===== config.mk =====
export PLATFORM = sky130hd
export DESIGN_NAME = tga_rle_pixel_decoder
export DESIGN_NICKNAME = d
export VERILOG_FILES = /design/src/design/tga_rle_pkg.sv /design/src/design/tga_rle_regs.sv /design/src/design/tga_rle_pixel_decoder.sv
export SDC_FILE = /design/constraint.sdc
export NUM_CORES = 1
export LEC_CHECK = 0
export BUFFER_PORTS_ARGS = -buffer_cell sky130_fd_sc_hd__buf_2
export CORE_MARGIN = 3
export CORE_UTILIZATION = 48
export CTS_CLUSTER_DIAMETER = 100
export DETAILED_ROUTE_END_ITERATION = 12
export PLACE_DENSITY = 0.63
export SLEW_MARGIN = 20
export SYNTH_ARGS = -nofsm -noshare
export SYNTH_HDL_FRONTEND = slang
export SYNTH_SLANG_ARGS = --single-unit

===== constraint.sdc =====
create_clock -name aclk -period 9.7 [get_ports aclk]
set_clock_uncertainty 0.1 [all_clocks]
set_input_delay 0.485 -clock aclk [delete_from_list [all_inputs] [get_ports aclk]]
set_output_delay 0.485 -clock aclk [all_outputs]
set_load 0.01 [all_outputs]

===== src/design/tga_rle_pkg.sv =====
package tga_rle_pkg;

    // apb address width: three 32-bit registers at byte offsets 0, 4 and 8
    localparam int unsigned CFG_ADDR_W = 4;
    localparam int unsigned CFG_DATA_W = 32;

    // register index, taken from paddr[3:2]
    localparam logic [1:0] REG_IMAGE_WIDTH     = 2'd0;
    localparam logic [1:0] REG_IMAGE_HEIGHT    = 2'd1;
    localparam logic [1:0] REG_BYTES_PER_PIXEL = 2'd2;

    localparam logic [15:0] IMAGE_WIDTH_RST     = 16'd1;
    localparam logic [15:0] IMAGE_HEIGHT_RST    = 16'd1;
    localparam logic [2:0]  BYTES_PER_PIXEL_RST = 3'd4;
    localparam logic [2:0]  BPP_WITH_ALPHA      = 3'd4;

    // packet header coding
    localparam logic [7:0] RAW_LIMIT = 8'd128;
    localparam logic [7:0] RUN_BIAS  = 8'd127;

    // pixel byte positions
    localparam logic [1:0] BYTE_BLUE  = 2'd0;
    localparam logic [1:0] BYTE_GREEN = 2'd1;
    localparam logic [1:0] BYTE_RED   = 2'd2;
    localparam logic [1:0] LAST_BGR   = 2'd2;
    localparam logic [1:0] LAST_BGRA  = 2'd3;

    // settings handed from the register file to the decode datapath
    typedef struct packed {
        logic [31:0] total_pixels;
        logic        four_bytes;
    } cfg_t;

endpackage


===== src/design/tga_rle_regs.sv =====
module tga_rle_regs
    import tga_rle_pkg::*;
(
    input  logic                  aclk,
    input  logic                  aresetn,
    input  logic                  psel,
    input  logic                  penable,
    input  logic                  pwrite,
    input  logic [CFG_ADDR_W-1:0] paddr,
    input  logic [CFG_DATA_W-1:0] pwdata,
    output logic [CFG_DATA_W-1:0] prdata,
    output logic                  pready,
    output cfg_t                  cfg
);

    logic [15:0] image_width_reg;
    logic [15:0] image_height_reg;
    logic [2:0]  bytes_per_pixel_reg;
    logic [31:0] total_pixels_reg;
    logic        wr_en;

    assign pready = 1'b1;
    assign wr_en  = psel && penable && pwrite;

    always_ff @(posedge aclk) begin
        if (!aresetn) begin
            image_width_reg     <= IMAGE_WIDTH_RST;
            image_height_reg    <= IMAGE_HEIGHT_RST;
            bytes_per_pixel_reg <= BYTES_PER_PIXEL_RST;
        end else if (wr_en) begin
            unique case (paddr[3:2])
                REG_IMAGE_WIDTH:     image_width_reg     <= pwdata[15:0];
                REG_IMAGE_HEIGHT:    image_height_reg    <= pwdata[15:0];
                REG_BYTES_PER_PIXEL: bytes_per_pixel_reg <= pwdata[2:0];
                default: ;
            endcase
        end
    end

    // pixel count registered so the multiplier stays off the decode path
    always_ff @(posedge aclk) begin
        total_pixels_reg <= 32'(image_width_reg) * 32'(image_height_reg);
    end

    always_comb begin
        unique case (paddr[3:2])
            REG_IMAGE_WIDTH:     prdata = {16'd0, image_width_reg};
            REG_IMAGE_HEIGHT:    prdata = {16'd0, image_height_reg};
            REG_BYTES_PER_PIXEL: prdata = {29'd0, bytes_per_pixel_reg};
            default:             prdata = '0;
        endcase
    end

    assign cfg.total_pixels = total_pixels_reg;
    assign cfg.four_bytes   = (bytes_per_pixel_reg == BPP_WITH_ALPHA);

endmodule


===== src/design/tga_rle_pixel_decoder.sv =====
// tga_rle_pixel_decoder: run-length decoder for the pixel stream of a
// true-colour tga image.
// - input channel (s_valid/s_ready/s_data_byte): one compressed byte per
//   transaction, packet headers and pixel bytes alike, pixel bytes in b,g,r(,a)
// - result channel (m_valid/m_ready/m_*): one transaction per pixel on its last
//   byte; a run packet gives a single transaction with m_repeat_count set
// - apb port: image_width at 0x0, image_height at 0x4, bytes_per_pixel at 0x8;
//   write only while the decoder is idle
// - path: an accepted byte waits in the input register, is decoded from there,
//   and a finished pixel is loaded into the result register behind the m_ ports
// - throughput: one byte per cycle while the result register is free or taken,
//   set by the single decode stage between the input register and the result register
// - a stalled receiver holds the result register; one more byte can wait in
//   the input register, then s_ready drops until the result is taken
// - reset (aresetn low at a clock edge) empties both registers, restores the
//   register defaults and puts the decoder back to waiting for a packet header
module tga_rle_pixel_decoder
    import tga_rle_pkg::*;
(
    input  logic                  aclk,
    input  logic                  aresetn,
    // compressed byte stream
    input  logic                  s_valid,
    output logic                  s_ready,
    input  logic [7:0]            s_data_byte,
    // decoded pixels
    output logic                  m_valid,
    input  logic                  m_ready,
    output logic [7:0]            m_red,
    output logic [7:0]            m_green,
    output logic [7:0]            m_blue,
    output logic [7:0]            m_alpha,
    output logic [7:0]            m_repeat_count,
    output logic                  m_image_done,
    output logic                  m_overrun,
    // configuration
    input  logic                  psel,
    input  logic                  penable,
    input  logic                  pwrite,
    input  logic [CFG_ADDR_W-1:0] paddr,
    input  logic [CFG_DATA_W-1:0] pwdata,
    output logic [CFG_DATA_W-1:0] prdata,
    output logic                  pready
);

    cfg_t cfg;

    tga_rle_regs u_regs (
        .aclk    (aclk),
        .aresetn (aresetn),
        .psel    (psel),
        .penable (penable),
        .pwrite  (pwrite),
        .paddr   (paddr),
        .pwdata  (pwdata),
        .prdata  (prdata),
        .pready  (pready),
        .cfg     (cfg)
    );

    // input register
    logic        in_valid_reg;
    logic [7:0]  in_byte_reg;

    // decoder state
    logic        expect_header_reg, expect_header_next;
    logic        packet_is_run_reg, packet_is_run_next;
    logic [7:0]  pixels_left_reg, pixels_left_next;
    logic [1:0]  byte_in_pixel_reg, byte_in_pixel_next;
    logic [23:0] pixel_bytes_reg, pixel_bytes_next;
    logic [31:0] pixels_done_reg, pixels_done_next;

    // result register
    logic        out_valid_reg;
    logic [7:0]  red_reg, green_reg, blue_reg, alpha_reg, count_reg;
    logic        done_reg, overrun_reg;

    // decode stage
    logic        decode_en;
    logic        emit;
    logic [7:0]  b;
    logic [1:0]  last_idx;
    logic [23:0] pixel_upd;
    logic [32:0] rem_ext;
    logic        rem_zero;
    logic [31:0] remaining;
    logic [7:0]  n_raw;
    logic        rem_fits;
    logic [7:0]  n_pix;
    logic [7:0]  left_after;
    logic        done_now;
    logic        overrun_now;

    // the decode stage fires when a byte is waiting and the result slot can take
    // whatever it produces
    assign decode_en = in_valid_reg && (!out_valid_reg || m_ready);
    assign s_ready   = !in_valid_reg || decode_en;

    always_ff @(posedge aclk) begin
        if (!aresetn) begin
            in_valid_reg <= 1'b0;
        end else if (s_valid && s_ready) begin
            in_valid_reg <= 1'b1;
        end else if (decode_en) begin
            in_valid_reg <= 1'b0;
        end
    end

    always_ff @(posedge aclk) begin
        if (s_valid && s_ready) begin
            in_byte_reg <= s_data_byte;
        end
    end

    assign b        = in_byte_reg;
    assign last_idx = cfg.four_bytes ? LAST_BGRA : LAST_BGR;

    // slot the byte into the stored pixel; the alpha byte is not stored
    always_comb begin
        pixel_upd = pixel_bytes_reg;
        case (byte_in_pixel_reg)
            BYTE_BLUE:  pixel_upd[7:0]   = b;
            BYTE_GREEN: pixel_upd[15:8]  = b;
            BYTE_RED:   pixel_upd[23:16] = b;
            default:    ;
        endcase
    end

    // pixels still owed to the image; a borrow means the count is already full
    assign rem_ext   = {1'b0, cfg.total_pixels} - {1'b0, pixels_done_reg};
    assign rem_zero  = rem_ext[32] || (rem_ext[31:0] == 32'd0);
    assign remaining = rem_ext[32] ? 32'd0 : rem_ext[31:0];

    // pixels this result covers, clipped to what is left of the image
    assign n_raw = (packet_is_run_reg && (pixels_left_reg != 8'd0)) ? pixels_left_reg
                                                                    : 8'd1;
    assign rem_fits    = (remaining[31:8] == 24'd0) && (remaining[7:0] <= n_raw);
    assign n_pix       = rem_fits ? remaining[7:0] : n_raw;
    assign left_after  = (pixels_left_reg > n_pix) ? (pixels_left_reg - n_pix) : 8'd0;
    // clipping to the remaining count is exactly what completes the image
    assign done_now    = rem_fits;
    assign overrun_now = rem_fits && (pixels_left_reg > n_pix);

    always_comb begin
        expect_header_next = expect_header_reg;
        packet_is_run_next = packet_is_run_reg;
        pixels_left_next   = pixels_left_reg;
        byte_in_pixel_next = byte_in_pixel_reg;
        pixel_bytes_next   = pixel_bytes_reg;
        pixels_done_next   = pixels_done_reg;
        emit               = 1'b0;

        if (expect_header_reg) begin
            // a header after a finished image starts the next one
            if (rem_zero) begin
                pixels_done_next = 32'd0;
            end
            if (b < RAW_LIMIT) begin
                packet_is_run_next = 1'b0;
                pixels_left_next   = b + 8'd1;
            end else begin
                packet_is_run_next = 1'b1;
                pixels_left_next   = b - RUN_BIAS;
            end
            expect_header_next = 1'b0;
            byte_in_pixel_next = BYTE_BLUE;
            pixel_bytes_next   = '0;
        end else begin
            pixel_bytes_next = pixel_upd;
            if (byte_in_pixel_reg < last_idx) begin
                byte_in_pixel_next = byte_in_pixel_reg + 2'd1;
            end else begin
                byte_in_pixel_next = BYTE_BLUE;
                if (rem_zero) begin
                    // image already complete: drop the pixel
                    if (packet_is_run_reg || (pixels_left_reg <= 8'd1)) begin
                        pixels_left_next   = 8'd0;
                        expect_header_next = 1'b1;
                    end else begin
                        pixels_left_next = pixels_left_reg - 8'd1;
                    end
                end else begin
                    emit             = 1'b1;
                    pixels_done_next = pixels_done_reg + 32'(n_pix);
                    if (packet_is_run_reg) begin
                        pixels_left_next   = 8'd0;
                        expect_header_next = 1'b1;
                    end else begin
                        pixels_left_next = left_after;
                        if (left_after == 8'd0) begin
                            expect_header_next = 1'b1;
                        end
                    end
                end
            end
        end
    end

    always_ff @(posedge aclk) begin
        if (!aresetn) begin
            expect_header_reg <= 1'b1;
            packet_is_run_reg <= 1'b0;
            pixels_left_reg   <= 8'd0;
            byte_in_pixel_reg <= BYTE_BLUE;
            pixel_bytes_reg   <= '0;
            pixels_done_reg   <= 32'd0;
        end else if (decode_en) begin
            expect_header_reg <= expect_header_next;
            packet_is_run_reg <= packet_is_run_next;
            pixels_left_reg   <= pixels_left_next;
            byte_in_pixel_reg <= byte_in_pixel_next;
            pixel_bytes_reg   <= pixel_bytes_next;
            pixels_done_reg   <= pixels_done_next;
        end
    end

    // result register: loads on a new pixel, empties when taken
    always_ff @(posedge aclk) begin
        if (!aresetn) begin
            out_valid_reg <= 1'b0;
        end else if (decode_en && emit) begin
            out_valid_reg <= 1'b1;
        end else if (m_ready) begin
            out_valid_reg <= 1'b0;
        end
    end

    always_ff @(posedge aclk) begin
        if (decode_en && emit) begin
            red_reg     <= pixel_upd[23:16];
            green_reg   <= pixel_upd[15:8];
            blue_reg    <= pixel_upd[7:0];
            alpha_reg   <= cfg.four_bytes ? b : 8'd0;
            count_reg   <= n_pix;
            done_reg    <= done_now;
            overrun_reg <= overrun_now;
        end
    end

    assign m_valid        = out_valid_reg;
    assign m_red          = red_reg;
    assign m_green        = green_reg;
    assign m_blue         = blue_reg;
    assign m_alpha        = alpha_reg;
    assign m_repeat_count = count_reg;
    assign m_image_done   = done_reg;
    assign m_overrun      = overrun_reg;

endmodule


==> results of run 1 <==
## cell families after synthesis
group / after synthesis
compound gates: 385
xor+xnor: 59
fa+ha+maj: 363
buf+inv: 423
flops: 187
mux: 66
other cells: 2
simple gates: 774
## final cells by class
cell class	count	area share
antenna	2	0.000240
clock buffer	17	0.0204
clock inverter	15	0.00847
inverter	288	0.0520
multi-input combinational	1664	0.650
sequential	187	0.204
tap	518	0.0311
timing repair buffer	124	0.0336
## metrics by stage
step	hold WS [ps]	util	cells	setup WS [ps]	instance area, sq um
after floorplan	335	-	2274	2750	19400
after global placement	343	0.514	2781	1720	20200
after detailed placement	351	0.515	2781	1660	20200
after CTS	75.3	0.530	2813	1620	20800
after global routing	83.1	0.530	2813	782	20800
final	98.6	0.530	2815	1530	20800
## worst max path at each step
stage,to,slack [ps],depth (start not counted)
finish,pixels_done_reg[28],1530,35
detailed placement,pixels_done_reg[28],1660,35
global placement,pixels_done_reg[28],1720,35
CTS,pixels_done_reg[28],1620,35
global route,pixels_done_reg[28],780,35
floorplan,pixels_done_reg[28],2750,35
## Yosys cell counts (all sizes together) (14+ instances only)
| master | number | area (sq um) |
|---|---|---|
| dfxtp | 137 | 2740 |
| clkbuf | 105 | 394 |
| nor2 | 115 | 432 |
| nor2b | 14 | 87.6 |
| xnor2 | 42 | 368 |
| buf | 30 | 203 |
| mux2 | 31 | 349 |
| edfxtp | 50 | 1500 |
| a211oi | 14 | 105 |
| nand4 | 22 | 138 |
| inv | 287 | 1080 |
| a31oi | 35 | 219 |
| nor3 | 20 | 100 |
| a21oi | 132 | 679 |
| fa | 197 | 3940 |
| nand2b | 14 | 87.6 |
| nand3 | 55 | 288 |
| mux2i | 35 | 350 |
| and3 | 25 | 156 |
| o21ai | 58 | 290 |
| nand2 | 339 | 1270 |
| and2 | 123 | 769 |
| a21o | 25 | 188 |
| xor2 | 17 | 149 |
| ha | 166 | 2080 |
| o211ai | 14 | 105 |
## routing by layer
| layer | vias to the layer above | part of all wire |
|---|---|---|
| li1 | 7548 | - |
| met1 | 7803 | 0.46 |
| met2 | 480 | 0.46 |
| met3 | 107 | 0.048 |
| met4 | 0 | 0.029 |
| met5 | - | 0 |
## cells in the final DEF, fill, tap and decap left out, types with 9 or more instances in the layout
cell       count
o21bai_1       9
and3_1        25
nor4_1        11
conb_1        17
mux2i_1       35
or3_1         12
a31oi_1       35
o211ai_1      14
xor2_1        17
o21a_1        10
nand2_1      338
xnor2_1       42
clkbuf_16     17
nor2_1       115
a2111o_1      11
nand4_1       22
a211oi_1      13
o21ai_0       56
nor3_1        20
ha_1         166
nand3_1       54
inv_1        285
nor2b_1       13
and2_1       123
dfxtp_1      137
a21o_1        25
edfxtp_1      50
mux2_2        31
buf_2         92
nand2b_1      14
buf_4         32
o2111ai_1     12
a21oi_1      129
fa_1         197
## power by group through the flow
| stage | clock network (mW) | logic (mW) | registers [mW] |
|---|---|---|---|
| floorplan | 0 | 0.306 | 0.837 |
| global placement | 0 | 0.387 | 0.852 |
| detailed placement | 0 | 0.391 | 0.852 |
| CTS | 0.737 | 0.394 | 0.834 |
| global route | 0.763 | 0.439 | 0.836 |
| finish | 0.723 | 0.399 | 0.835 |
==> run summary, run 1 <==
Status: finished, final reports clean
Seq/Total Area, Yosys: 0.219
Yosys cell types: 78
Hold WC Path Type: primary input to register
Multi-input gate area: 0.0135 sq mm
CTS sink count: 187
Cell count of the worst hold path: 1
Clk root buf: clkbuf_16
Detailed Routing Iterations Pass 1: 6
Minimum clock period after layout: 8170 ps
Synth-to-Final Area Change: 7.40%
HP Start: s_data_byte[5]
Initial core utilization: 0.494
Worst Path Required: 10000 ps
Fmax: 122 MHz
Critical path capture point type: register
Post-CTS Hold Buffers: 0
Worst reg-to-reg path cell count: 35
Critical path buffers and inverters: 3
IO buf count: 92
PostCTS Resize Cnt: 0
Die width: 207 um
Drt first-iter violations: 1049
Critical path type: register to register
Internal power: 1.35 mW
Grt peak-use layer: met2
Post-synthesis xor/xnor area fraction: 0.0267
Clk pwr share: 0.370
CP delay by family, top: compound AO/OA/AOI/OAI gates
Synthesized instance count: 2259
FF-to-FF End: pixels_done_reg[28]
Ys flop type: dfxtp_1
Setup Viol. Count Final: 0
Max-Slew Margin vs Limit: 0.251
Peak VDD IR: 120 uV
Global routing usage on met3: 0.0300
Worst-Skew Late Latency: 460 ps
Sw Ratio: 0.310
Sw Pwr: 0.606 mW
Global-route wire length before repair: 83.7 mm
Vias post-DR: 15900
CTS tree: yes
Period utilization: 0.842
Comb pwr share: 0.204
Synth Warn #: 0
TNS Setup: 0 ps
Core area: 0.0393 sq mm
Reg2Reg Setup Slack: 1530 ps
Final nets: 2696
GRT Util Overall: 0.247
Mux cell area share after synthesis: 0.0361
Pwr dens: 94.0 mW/mm^2
Die area: 0.0428 sq mm
Htree depth: 4
Placer Congestion: 0.884
Largest net degree at the start of global routing: 94
#FFs+latches synth: 187
Register share of total power: 0.427
Final hold vios: 0
Rows: 72
Remaining DRCs: 0
Synth Area in Compound Gates: 0.131
LEAKAGE: 9.31 nW
Grt met2 use: 0.403
ANT nets after route: 0
Fraction of registers with async set/reset: 0
Maximum fanout along the worst path: 17
Setup Fix Bufs, Post-CTS: 0
Met1 Use GR: 0.343
Simple-gate share of the synthesized area: 0.190
Die Ht: 207 um
Slew Limit Fails: 0
Slowest CP cell: a21oi_1
Via-to-Cell Ratio: 5.66
Post-synth EDFFs: 50
Worst Setup Start Kind: register
Reg-to-Reg Start: pixels_done_reg[2]
Share of layout cells above drive strength 1: 0.0937
Most used cell, CP: o21ai_0
I/O Pins: 128
Max Cap Viol: 0
Register area: 0.00424 sq mm
Num CTS Buffers: 17
WHS Endpoint: b[5]
Grt ovf: 0
Post-Route WL: 51.9 mm
Worst slew pin tran: 1120 ps
Synthesized area: 0.0194 sq mm
Syn Area/Cell: 8.58 sq um
Reg clk slew, reported paths: 70 ps
Initial antenna violation count: 0
Power Total: 1.96 mW
RSZ-0062 raised after global routing: no
Drt wl/cell: 18.4 um
Worst path max stage delay: 560 ps
Longest Clk Path Bufs: 2
Vias in the first global route: 16000
Crit path from: pixels_done_reg[2]
WP data arrival: 8460 ps
Post-Synth Adder-Cell Area: 0.311
Largest family of logic cells by synthesized area: adder cells
Detail Placement HPWL: 39.3 mm
Filler Cells Inserted: 3668
No activity file was read; power rests on OpenSTA's default activity.
==> run 2, diff against run 1 <==
==> constraint.sdc (replaced) <==
create_clock -name aclk -period 8.27 [get_ports aclk]
set_clock_uncertainty 0.1 [all_clocks]
set_input_delay 0.4135 -clock aclk [delete_from_list [all_inputs] [get_ports aclk]]
set_output_delay 0.4135 -clock aclk [all_outputs]
set_load 0.01 [all_outputs]
==> run 2 against run 1 <==
Die area stayed put. Largest cell class unchanged. Count of clock-buffer cells in the layout is 1 higher. Maximum frequency is 7.5% higher. Via count is 0.35% higher.
==> run summary, run 2 (synthesized netlist as in run 1, its figures left out) <==
Status: finished, final reports clean
WP data arrival: 7890 ps
I/O Pins: 128
ANT nets after route: 0
Initial core utilization: 0.494
Global-route wire length before repair: 84.6 mm
Post-Route WL: 53.4 mm
Most frequent cells in the layout: nand2_1 (338), inv_1 (285), fa_1 (197)
Remaining DRCs: 0
Final hold vios: 0
Num CTS Buffers: 17
Cell area after placement: 0.0203 sq mm
Drt first-iter violations: 1049
Pwr dens: 109 mW/mm^2
Clk pwr share: 0.364
Register share of total power: 0.429
RSZ-0062 raised after global routing: no
Final nets: 2710
Setup Fix Bufs, Post-CTS: 0
Via-to-Cell Ratio: 5.65
Worst path max stage delay: 420 ps
Synth-to-Final Area Change: 7.92%
Sw Pwr: 0.742 mW
Max Cap Viol: 0
Post-layout util: 0.533
Die Ht: 207 um
Comb pwr share: 0.207
Peak VDD IR: 168 uV
Clk root buf: clkbuf_16
Grt ovf: 0
Maximum fanout along the worst path: 5
Largest net degree at the start of global routing: 94
Critical path destination: pixels_done_reg[28]
Internal power: 1.55 mW
Final Cell Area: 0.0209 sq mm
Detailed Routing Iterations Pass 1: 6
Drt wl/cell: 18.9 um
Reg clk slew, reported paths: 80 ps
Rows: 72
Detail Placement HPWL: 40.8 mm
Slowest CP cell: mux2i_1
FF-to-FF End: pixels_done_reg[28]
Crit path from: pixels_done_reg[2]
GRT Util Overall: 0.251
LEAKAGE: 9.39 nW
Worst Path Required: 8560 ps
Hold WC Path Type: primary input to register
Commonest non-fill, non-tap cell in the layout: nand2_1
Vias post-DR: 16000
Worst slew pin tran: 1130 ps
CTS sink count: 187
IO buf count: 92
Period utilization: 0.919
Critical path capture point type: register
Critical path type: register to register
Initial antenna violation count: 0
Most used cell, CP: o21ai_0
Worst reg-to-reg path cell count: 34
TNS Setup: 0 ps
Htree depth: 4
Max-Slew Margin vs Limit: 0.247
Fmax: 132 MHz
Sw Ratio: 0.324
Die width: 207 um
Share of layout cells above drive strength 1: 0.0992
Reg-to-Reg Start: pixels_done_reg[2]
Core area: 0.0393 sq mm
CTS tree: yes
Longest Clk Path Bufs: 2
Worst Setup Start Kind: register
Setup Viol. Count Final: 0
Minimum clock period after layout: 7600 ps
Placer Congestion: 0.903
Vias in the first global route: 15900
Die area: 0.0428 sq mm
Slew Limit Fails: 0
Reg2Reg Setup Slack: 670 ps
Worst-Skew Late Latency: 460 ps
run 2: cell type report:
class | instances | area (sq um)
antenna | 2 | 5.00
clock buffer | 18 | 439
clock inverter | 14 | 153
fill | 3739 | 18400
inverter | 288 | 1080
multi-input combinational | 1664 | 13500
sequential | 187 | 4240
tap | 518 | 648
timing repair buffer | 138 | 806
run 2: critical path: cells and delay by family (launching register included):
| family | cells | cell delay (ps) |
|---|---|---|
| compound gates | 19 | 3790 |
| simple gates | 8 | 1420 |
| fa+ha+maj | 4 | 1300 |
| mux | 1 | 420 |
| flops | 1 | 380 |
| buf+inv | 2 | 120 |
run 2: worst min path at each step:
stage,start,cells after the start,slack (ps),end
after global routing,s_data_byte[6],1,9,b[6]
after floorplan,pixels_done_reg[26],2,330,pixels_done_reg[26]
final,s_data_byte[6],1,30,b[6]
after CTS,s_data_byte[4],1,10,b[4]
after global placement,pixels_done_reg[26],2,340,pixels_done_reg[26]
after detailed placement,pixels_done_reg[26],2,360,pixels_done_reg[26]
run 2: what timing repair did:
action | CTS | global route
hold endpoints to repair | 0 | 0
hold buffers | 0 | 0
resized for setup | 0 | 3
endpoints found under the setup margin | 0 | 12
run 2: metal layers:
metal | vias up | global-route usage | routed length (um)
li1 | 7564 | - | -
met1 | 7846 | 0.340 | 23500
met2 | 501 | 0.417 | 25600
met3 | 82 | 0.0373 | 2960
met4 | 0 | 0.0797 | 1340
met5 | - | 0 | 0
run 2: power groups by stage:
stage | Clock (mW) | Combinational [mW] | Sequential (mW)
after detailed placement | 0 | 0.463 | 1.00
final | 0.834 | 0.474 | 0.981
after CTS | 0.848 | 0.466 | 0.980
after floorplan | 0 | 0.359 | 0.982
after global placement | 0 | 0.456 | 1.00
after global routing | 0.884 | 0.524 | 0.983
run 2: stage by stage:
| stage | power, mW | hold WS [ps] | cells | setup WS (ps) |
|---|---|---|---|---|
| 2_1_floorplan | 1.34 | 335 | 2274 | 1320 |
| 3_3_place_gp | 1.46 | 342 | 2795 | 732 |
| 3_5_place_dp | 1.46 | 355 | 2795 | 640 |
| 4_1_cts | 2.29 | 11.9 | 2827 | 558 |
| 5_1_grt | 2.39 | 9.12 | 2827 | 110 |
| 6_report | 2.29 | 29.2 | 2829 | 670 |
